## config.mk

```make
export PLATFORM = sky130hd
export DESIGN_NAME = yuv_pixel_to_hue
export DESIGN_NICKNAME = d
export VERILOG_FILES = /design/src/sv/yuvh_pkg.sv /design/src/sv/yuvh_color.sv /design/src/sv/yuvh_range.sv /design/src/sv/yuvh_div_cell.sv /design/src/sv/yuv_pixel_to_hue.sv
export SDC_FILE = /design/constraint.sdc
export NUM_CORES = 2
export LEC_CHECK = 0
export BUFFER_PORTS_ARGS = -buffer_cell sky130_fd_sc_hd__buf_4
export CELL_PAD_IN_SITES_DETAIL_PLACEMENT = 0
export CELL_PAD_IN_SITES_GLOBAL_PLACEMENT = 2
export CORE_MARGIN = 2
export CORE_UTILIZATION = 41
export CTS_CLUSTER_DIAMETER = 120
export DETAILED_ROUTE_END_ITERATION = 7
export HOLD_SLACK_MARGIN = 0.08
export MAX_ROUTING_LAYER = met4
export PLACE_DENSITY_LB_ADDON = 0.1
export SETUP_SLACK_MARGIN = 0.2
export SYNTH_ARGS = -nofsm -noshare
export SYNTH_HDL_FRONTEND = slang
export SYNTH_HIERARCHICAL = 1
export SYNTH_SLANG_ARGS = --single-unit
export TNS_END_PERCENT = 1
```

## constraint.sdc

```tcl
create_clock -name clk_i -period 14 [get_ports clk_i]
set_input_delay 0.7 -clock clk_i [delete_from_list [all_inputs] [get_ports clk_i]]
set_output_delay 0.7 -clock clk_i [all_outputs]
set_load 0.02 [all_outputs]
```

## src/sv/yuvh_pkg.sv

```systemverilog
package yuvh_pkg;

  localparam int unsigned COLOR_W = 8;
  localparam int unsigned GAIN_W  = 16;
  localparam int unsigned ADJ_W   = COLOR_W + 1;
  localparam int unsigned PROD_W  = ADJ_W + GAIN_W;
  localparam int unsigned ACC_W   = PROD_W + 2;
  localparam int unsigned DIVD_W  = 11;
  localparam int unsigned NUM_W   = DIVD_W + COLOR_W;
  localparam int unsigned DEN_W   = COLOR_W + 3;
  localparam int unsigned QUO_W   = 9;
  localparam int unsigned REM_W   = NUM_W + 1;

  localparam int unsigned FRAC_BITS_DEF = 13;

  localparam int unsigned CFG_IDX_W  = 3;
  localparam int unsigned CFG_DATA_W = GAIN_W;

  localparam logic [CFG_IDX_W-1:0] CFG_LUMA_OFFSET   = 3'd0;
  localparam logic [CFG_IDX_W-1:0] CFG_CHROMA_OFFSET = 3'd1;
  localparam logic [CFG_IDX_W-1:0] CFG_LUMA_GAIN     = 3'd2;
  localparam logic [CFG_IDX_W-1:0] CFG_U_BLUE_GAIN   = 3'd3;
  localparam logic [CFG_IDX_W-1:0] CFG_U_GREEN_GAIN  = 3'd4;
  localparam logic [CFG_IDX_W-1:0] CFG_V_GREEN_GAIN  = 3'd5;
  localparam logic [CFG_IDX_W-1:0] CFG_V_RED_GAIN    = 3'd6;

  typedef struct packed {
    logic        [COLOR_W-1:0] luma_offset;
    logic        [COLOR_W-1:0] chroma_offset;
    logic signed [GAIN_W-1:0]  luma_gain;
    logic signed [GAIN_W-1:0]  u_blue_gain;
    logic signed [GAIN_W-1:0]  u_green_gain;
    logic signed [GAIN_W-1:0]  v_green_gain;
    logic signed [GAIN_W-1:0]  v_red_gain;
  } cfg_t;

  localparam cfg_t CFG_RESET = '{
    luma_offset:   8'd16,
    chroma_offset: 8'd128,
    luma_gain:     16'sd9535,
    u_blue_gain:   16'sd16531,
    u_green_gain:  -16'sd3203,
    v_green_gain:  -16'sd6660,
    v_red_gain:    16'sd13074
  };

endpackage

```

## src/sv/yuvh_color.sv

```systemverilog
module yuvh_color #(
  parameter int unsigned FracBits = yuvh_pkg::FRAC_BITS_DEF
) (
  input  logic                          clk_i,
  input  logic                          rst_ni,
  input  yuvh_pkg::cfg_t                cfg_i,
  input  logic                          valid_i,
  output logic                          ready_o,
  input  logic [yuvh_pkg::COLOR_W-1:0]  luma_i,
  input  logic [yuvh_pkg::COLOR_W-1:0]  chroma_blue_i,
  input  logic [yuvh_pkg::COLOR_W-1:0]  chroma_red_i,
  output logic                          valid_o,
  input  logic                          ready_i,
  output logic [yuvh_pkg::COLOR_W-1:0]  red_o,
  output logic [yuvh_pkg::COLOR_W-1:0]  green_o,
  output logic [yuvh_pkg::COLOR_W-1:0]  blue_o
);
  import yuvh_pkg::*;

  localparam logic signed [ACC_W-1:0] Round = ACC_W'(1) <<< (FracBits - 1);
  localparam logic signed [ACC_W-1:0] ColorMax = ACC_W'((1 << COLOR_W) - 1);

  logic v1_q, v2_q, v3_q;
  logic rdy1, rdy2, rdy3;

  logic signed [ADJ_W-1:0] ya_q, ua_q, va_q;
  logic signed [ADJ_W-1:0] ya_d, ua_d, va_d;
  logic signed [PROD_W-1:0] yw_q, vr_q, ug_q, vg_q, ub_q;
  logic signed [ACC_W-1:0] acc_r, acc_g, acc_b;
  logic [COLOR_W-1:0] red_q, green_q, blue_q;
  logic [COLOR_W-1:0] red_d, green_d, blue_d;

  function automatic logic [COLOR_W-1:0] clamp_color(input logic signed [ACC_W-1:0] acc);
    logic signed [ACC_W-1:0] q;
    q = acc >>> FracBits;
    if (q < 0) begin
      return '0;
    end else if (q > ColorMax) begin
      return '1;
    end
    return q[COLOR_W-1:0];
  endfunction

  assign rdy3    = !v3_q || ready_i;
  assign rdy2    = !v2_q || rdy3;
  assign rdy1    = !v1_q || rdy2;
  assign ready_o = rdy1;
  assign valid_o = v3_q;

  assign ya_d = $signed({1'b0, luma_i}) - $signed({1'b0, cfg_i.luma_offset});
  assign ua_d = $signed({1'b0, chroma_blue_i}) - $signed({1'b0, cfg_i.chroma_offset});
  assign va_d = $signed({1'b0, chroma_red_i}) - $signed({1'b0, cfg_i.chroma_offset});

  assign acc_r = ACC_W'(yw_q) + ACC_W'(vr_q) + Round;
  assign acc_g = ACC_W'(yw_q) + ACC_W'(ug_q) + ACC_W'(vg_q) + Round;
  assign acc_b = ACC_W'(yw_q) + ACC_W'(ub_q) + Round;

  assign red_d   = clamp_color(acc_r);
  assign green_d = clamp_color(acc_g);
  assign blue_d  = clamp_color(acc_b);

  always_ff @(posedge clk_i or negedge rst_ni) begin
    if (!rst_ni) begin
      v1_q <= 1'b0;
      v2_q <= 1'b0;
      v3_q <= 1'b0;
    end else begin
      if (rdy1) v1_q <= valid_i;
      if (rdy2) v2_q <= v1_q;
      if (rdy3) v3_q <= v2_q;
    end
  end

  always_ff @(posedge clk_i) begin
    if (rdy1) begin
      ya_q <= ya_d;
      ua_q <= ua_d;
      va_q <= va_d;
    end
    if (rdy2) begin
      yw_q <= PROD_W'(ya_q) * PROD_W'(cfg_i.luma_gain);
      vr_q <= PROD_W'(va_q) * PROD_W'(cfg_i.v_red_gain);
      ug_q <= PROD_W'(ua_q) * PROD_W'(cfg_i.u_green_gain);
      vg_q <= PROD_W'(va_q) * PROD_W'(cfg_i.v_green_gain);
      ub_q <= PROD_W'(ua_q) * PROD_W'(cfg_i.u_blue_gain);
    end
    if (rdy3) begin
      red_q   <= red_d;
      green_q <= green_d;
      blue_q  <= blue_d;
    end
  end

  assign red_o   = red_q;
  assign green_o = green_q;
  assign blue_o  = blue_q;

endmodule

```

## src/sv/yuvh_range.sv

```systemverilog
module yuvh_range (
  input  logic                          clk_i,
  input  logic                          rst_ni,
  input  logic                          valid_i,
  output logic                          ready_o,
  input  logic [yuvh_pkg::COLOR_W-1:0]  red_i,
  input  logic [yuvh_pkg::COLOR_W-1:0]  green_i,
  input  logic [yuvh_pkg::COLOR_W-1:0]  blue_i,
  output logic                          valid_o,
  input  logic                          ready_i,
  output logic [yuvh_pkg::REM_W-1:0]    num_o,
  output logic [yuvh_pkg::DEN_W-1:0]    den_o
);
  import yuvh_pkg::*;

  localparam int unsigned SW = DIVD_W + 1;

  logic v4_q, v5_q;
  logic rdy4, rdy5;

  logic [COLOR_W-1:0] mx, mn, range_d, range_q;
  logic signed [SW-1:0] r_s, g_s, b_s, rng_s, divd_s;
  logic [DIVD_W-1:0] divd_q;
  logic zero_q;
  logic [REM_W-1:0] num_q, num_d;
  logic [DEN_W-1:0] den_q, den_d;

  assign rdy5    = !v5_q || ready_i;
  assign rdy4    = !v4_q || rdy5;
  assign ready_o = rdy4;
  assign valid_o = v5_q;

  always_comb begin
    mx = red_i;
    mn = red_i;
    if (green_i > mx) mx = green_i;
    if (blue_i > mx) mx = blue_i;
    if (green_i < mn) mn = green_i;
    if (blue_i < mn) mn = blue_i;
    range_d = mx - mn;
    r_s   = $signed(SW'(red_i));
    g_s   = $signed(SW'(green_i));
    b_s   = $signed(SW'(blue_i));
    rng_s = $signed(SW'(range_d));
    if (red_i == mx) begin
      divd_s = g_s - b_s + (rng_s <<< 2) + (rng_s <<< 1);
    end else if (green_i == mx) begin
      divd_s = b_s - r_s + (rng_s <<< 1);
    end else begin
      divd_s = r_s - g_s + (rng_s <<< 2);
    end
  end

  always_comb begin
    if (zero_q) begin
      num_d = '0;
      den_d = DEN_W'(1);
    end else begin
      num_d = (REM_W'(divd_q) << COLOR_W) - REM_W'(divd_q);
      den_d = (DEN_W'(range_q) << 2) + (DEN_W'(range_q) << 1);
    end
  end

  always_ff @(posedge clk_i or negedge rst_ni) begin
    if (!rst_ni) begin
      v4_q <= 1'b0;
      v5_q <= 1'b0;
    end else begin
      if (rdy4) v4_q <= valid_i;
      if (rdy5) v5_q <= v4_q;
    end
  end

  always_ff @(posedge clk_i) begin
    if (rdy4) begin
      divd_q  <= divd_s[DIVD_W-1:0];
      range_q <= range_d;
      zero_q  <= (range_d == '0);
    end
    if (rdy5) begin
      num_q <= num_d;
      den_q <= den_d;
    end
  end

  assign num_o = num_q;
  assign den_o = den_q;

endmodule

```

## src/sv/yuvh_div_cell.sv

```systemverilog
module yuvh_div_cell #(
  parameter int unsigned Shift = 0
) (
  input  logic                        clk_i,
  input  logic                        rst_ni,
  input  logic                        valid_i,
  output logic                        ready_o,
  input  logic [yuvh_pkg::REM_W-1:0]  rem_i,
  input  logic [yuvh_pkg::DEN_W-1:0]  den_i,
  input  logic [yuvh_pkg::QUO_W-1:0]  quo_i,
  output logic                        valid_o,
  input  logic                        ready_i,
  output logic [yuvh_pkg::REM_W-1:0]  rem_o,
  output logic [yuvh_pkg::DEN_W-1:0]  den_o,
  output logic [yuvh_pkg::QUO_W-1:0]  quo_o
);
  import yuvh_pkg::*;

  logic valid_q, rdy;
  logic [REM_W-1:0] trial;
  logic [REM_W-1:0] rem_q, rem_d;
  logic [DEN_W-1:0] den_q;
  logic [QUO_W-1:0] quo_q, quo_d;

  assign rdy     = !valid_q || ready_i;
  assign ready_o = rdy;
  assign valid_o = valid_q;

  assign trial = rem_i - (REM_W'(den_i) << Shift);

  always_comb begin
    rem_d = rem_i;
    quo_d = quo_i;
    if (!trial[REM_W-1]) begin
      rem_d        = trial;
      quo_d[Shift] = 1'b1;
    end
  end

  always_ff @(posedge clk_i or negedge rst_ni) begin
    if (!rst_ni) begin
      valid_q <= 1'b0;
    end else if (rdy) begin
      valid_q <= valid_i;
    end
  end

  always_ff @(posedge clk_i) begin
    if (rdy) begin
      rem_q <= rem_d;
      den_q <= den_i;
      quo_q <= quo_d;
    end
  end

  assign rem_o = rem_q;
  assign den_o = den_q;
  assign quo_o = quo_q;

endmodule

```

## src/sv/yuv_pixel_to_hue.sv

```systemverilog
// Converts one Y/U/V pixel per item into an 8-bit hue (full circle = 255, low 8 bits
// kept). The pipeline takes one item every clock while the output side does not
// stall: registered stages form red, green and blue (offset, weighted products,
// round and clamp), further registers find the range and the dividend, and a
// chain of nine divider cells produces one quotient bit each. Stalls collapse bubbles
// stage by stage, so new items enter while a finished one waits at the output. Write
// the configuration registers only while no item is in flight; writes to unused
// indexes are ignored.
module yuv_pixel_to_hue #(
  parameter int unsigned FRACTION_BITS = yuvh_pkg::FRAC_BITS_DEF
) (
  input  logic                           clk_i,
  input  logic                           rst_ni,
  input  logic                           cfg_wr_en_i,
  input  logic [yuvh_pkg::CFG_IDX_W-1:0]  cfg_idx_i,
  input  logic [yuvh_pkg::CFG_DATA_W-1:0] cfg_data_i,
  input  logic                           in_valid_i,
  output logic                           in_stall_o,
  input  logic [yuvh_pkg::COLOR_W-1:0]    luma_i,
  input  logic [yuvh_pkg::COLOR_W-1:0]    chroma_blue_i,
  input  logic [yuvh_pkg::COLOR_W-1:0]    chroma_red_i,
  output logic                           out_valid_o,
  input  logic                           out_stall_i,
  output logic [yuvh_pkg::COLOR_W-1:0]    hue_value_o
);
  import yuvh_pkg::*;

  cfg_t cfg_q;

  logic color_ready, color_valid;
  logic [COLOR_W-1:0] red, green, blue;
  logic range_ready;

  logic             cell_valid [QUO_W+1];
  logic             cell_ready [QUO_W+1];
  logic [REM_W-1:0] cell_rem   [QUO_W+1];
  logic [DEN_W-1:0] cell_den   [QUO_W+1];
  logic [QUO_W-1:0] cell_quo   [QUO_W+1];

  always_ff @(posedge clk_i or negedge rst_ni) begin
    if (!rst_ni) begin
      cfg_q <= CFG_RESET;
    end else if (cfg_wr_en_i) begin
      case (cfg_idx_i)
        CFG_LUMA_OFFSET:   cfg_q.luma_offset   <= cfg_data_i[COLOR_W-1:0];
        CFG_CHROMA_OFFSET: cfg_q.chroma_offset <= cfg_data_i[COLOR_W-1:0];
        CFG_LUMA_GAIN:     cfg_q.luma_gain     <= $signed(cfg_data_i);
        CFG_U_BLUE_GAIN:   cfg_q.u_blue_gain   <= $signed(cfg_data_i);
        CFG_U_GREEN_GAIN:  cfg_q.u_green_gain  <= $signed(cfg_data_i);
        CFG_V_GREEN_GAIN:  cfg_q.v_green_gain  <= $signed(cfg_data_i);
        CFG_V_RED_GAIN:    cfg_q.v_red_gain    <= $signed(cfg_data_i);
        default: ;
      endcase
    end
  end

  yuvh_color #(
    .FracBits(FRACTION_BITS)
  ) u_color (
    .clk_i        (clk_i),
    .rst_ni       (rst_ni),
    .cfg_i        (cfg_q),
    .valid_i      (in_valid_i),
    .ready_o      (color_ready),
    .luma_i       (luma_i),
    .chroma_blue_i(chroma_blue_i),
    .chroma_red_i (chroma_red_i),
    .valid_o      (color_valid),
    .ready_i      (range_ready),
    .red_o        (red),
    .green_o      (green),
    .blue_o       (blue)
  );

  assign in_stall_o = !color_ready;

  yuvh_range u_range (
    .clk_i  (clk_i),
    .rst_ni (rst_ni),
    .valid_i(color_valid),
    .ready_o(range_ready),
    .red_i  (red),
    .green_i(green),
    .blue_i (blue),
    .valid_o(cell_valid[0]),
    .ready_i(cell_ready[0]),
    .num_o  (cell_rem[0]),
    .den_o  (cell_den[0])
  );

  assign cell_quo[0] = '0;

  for (genvar i = 0; i < QUO_W; i++) begin : g_cell
    yuvh_div_cell #(
      .Shift(QUO_W - 1 - i)
    ) u_cell (
      .clk_i  (clk_i),
      .rst_ni (rst_ni),
      .valid_i(cell_valid[i]),
      .ready_o(cell_ready[i]),
      .rem_i  (cell_rem[i]),
      .den_i  (cell_den[i]),
      .quo_i  (cell_quo[i]),
      .valid_o(cell_valid[i+1]),
      .ready_i(cell_ready[i+1]),
      .rem_o  (cell_rem[i+1]),
      .den_o  (cell_den[i+1]),
      .quo_o  (cell_quo[i+1])
    );
  end

  assign cell_ready[QUO_W] = !out_stall_i;
  assign out_valid_o       = cell_valid[QUO_W];
  assign hue_value_o       = cell_quo[QUO_W][COLOR_W-1:0];

endmodule

```

==> impl_metrics.json <==
{
  "grt_pass1_wl_microns": 244000,
  "hp-class": "input port to flip-flop",
  "drc": 0,
  "worst_slack_ns": 3.14,
  "clock_skew_ns": 0.0487,
  "clock_latency_ns": 0.71,
  "finalHoldViolCount": 0,
  "tns_ns": 0,
  "cp_data_required_time_ns": 13.30,
  "gp_congestion": 0.833,
  "initial_core_util_pct": 41.3,
  "preCtsSetupSlack_ns": 3.02,
  "nFillCells": 14537,
  "cts_buffers": 84,
  "cp-end-kind": "primary output",
  "die_w_microns": 395,
  "fin_crit_ns": 10.86,
  "dieArea_sq_um": 156000,
  "vias": 39732,
  "finalCritPeriodShare_pct": 77.6,
  "synth_warnings": 6,
  "mostFrequentLayoutCells": "inv_1 (852), fa_1 (643), ha_1 (615), edfxtp_1 (547), nand2_1 (425)",
  "worstSetupStartpointType": "flip-flop",
  "final_max_slew_viol_count": 0,
  "numClockSinks": 657,
  "syn_to_final_growth_pct": 8.81,
  "postCtsResizedCells": 0,
  "cap_violations": 0,
  "portBuffers": 57,
  "synth_area_sq_um": 62600,
  "rsz0062_at_grt": "false",
  "cts_buffer_depth": 3,
  "path_common_cell": "nand2b_2",
  "routed_wl_microns": 154000,
  "core_sq_um": 152000,
  "status": "completed",
  "worstMarginPinSlew_ns": 1.25,
  "syn_area_per_cell_sq_um": 11.0,
  "grt_pass1_vias": 41381,
  "vias_per_cell": 5.06,
  "overflow": 0,
  "htree_levels": 3,
  "dp_hpwl_microns": 121000,
  "worstPathMaxFanout": 42,
  "drtIter0Drc": 2015,
  "synthCells": 5708,
  "drive_above_1_share_pct": 9.61,
  "cts_tree": "built",
  "wire_per_inst_microns": 19.6,
  "finalSetupViolations": 0,
  "io_pins": 58,
  "critPathKind": "flip-flop to primary output",
  "die_y_microns": 395,
  "cp.arrival_ns": 10.16,
  "critPathMaxStageDelay_ns": 0.92,
  "rows": 143,
  "worstPathCellList": "nand2b_1, nand2b_2, nand2b_2, nand2b_2, nand2b_2, nand2b_2, nand2b_2, nand2b_2, nand2b_2, nand3b_1, buf_4, nand4b_1, buf_4, inv_1, buf_4",
  "ant_nets": 0,
  "grt_usage_pct": 20.7,
  "clk_pin_slew_ns": 0.06,
  "relSlewSlack_pct": 16.7,
  "antenna_found_initial": 13,
  "fin_nets": 7053,
  "max_freq_mhz": 92.1,
  "clock-root-buffer": "clkbuf_16",
  "firstDrtPassIters": 7,
  "critPathSlowestCell": "nand2b_2",
  "layout_commonest_cell": "inv_1",
  "hold-worst-slack_ns": 0.189,
  "grt_max_degree": 64
}
sequential cells by signal, indices dropped and copies added (netlist names), 9 cells and up:
| signal | flops |
|---|---|
| u_color/vr_q | 25 |
| u_range/divd_q | 11 |
| g_cell.u_cell/rem_o | 160 |
| cfg_q | 96 |
| u_color/ya_q | 9 |
| u_color/vg_q | 25 |
| u_range/num_o | 20 |
| g_cell.u_cell/quo_o | 72 |
| u_color/ub_q | 25 |
| u_color/yw_q | 25 |
| u_color/va_q | 9 |
| u_color/ug_q | 25 |
| g_cell.u_cell/valid_o | 9 |
| g_cell.u_cell/den_o | 88 |
| u_range/den_o | 11 |
| u_color/ua_q | 9 |
metrics by stage:
stage	instances	utilization (%)	cell area, sq um
finish	7854	44.9	68100
global route	7848	44.9	68100
CTS	7848	44.9	68100
detailed placement	7690	42.9	65100
global placement	7690	42.9	65100
floorplan	5715	-	62600
worst paths after layout:
path | startpoint | endpoint | slack, ns | cells after the start
hold reg to reg | g_cell[1].u_cell/quo_o[5] | g_cell[2].u_cell/quo_o[5] | 0.41 | 0
setup reg to reg | g_cell[8].u_cell/valid_o | u_color/vg_q[23] | 3.99 | 13
max in group asynchronous | rst_ni | cfg_q[78] | 12.05 | 3
setup / recovery | g_cell[8].u_cell/valid_o | in_stall_o | 3.14 | 15
min in group asynchronous | rst_ni | cfg_q[82] | 0.59 | 2
hold / removal | in_valid_i | u_color/v1_q | 0.19 | 2
layout make-up:
type | instances | area [sq um] | area share [%]
Timing Repair Buffer | 85 | 644 | 0.946
Clock buffer | 91 | 2150 | 3.15
Sequential cell | 657 | 19200 | 28.2
Clock inverter | 66 | 825 | 1.21
Multi-Input combinational cell | 4065 | 39500 | 58.0
Antenna cell | 6 | 15.0 | 0.0220
Tap cell | 2030 | 2540 | 3.73
Inverter | 854 | 3210 | 4.71
layer usage:
| metal | share of wire, % | GRT usage, % | vias up |
|---|---|---|---|
| li1 | - | - | 19207 |
| met1 | 48 | 29.4 | 19844 |
| met2 | 46 | 32.0 | 549 |
| met3 | 4.0 | 2.63 | 132 |
| met4 | 1.5 | 4.11 | 0 |
| met5 | 0 | - | - |
worst max-delay path: cells and delay by family, from the launching register on:
kind                   cells  cell delay (ns)
AND/OR/NAND/NOR           11             7.88
buffers and inverters      4             1.11
flip-flops                 1             0.37
what timing repair did:
item                                   4_1_cts  5_1_grt
hold buffers                                 1        0
endpoints found under the hold margin       19        0
buffers inserted                             0        0
Power is left out: the tool's default activity adds up to more than one toggle a clock period on the data nets, which glitch-free logic cannot reach.
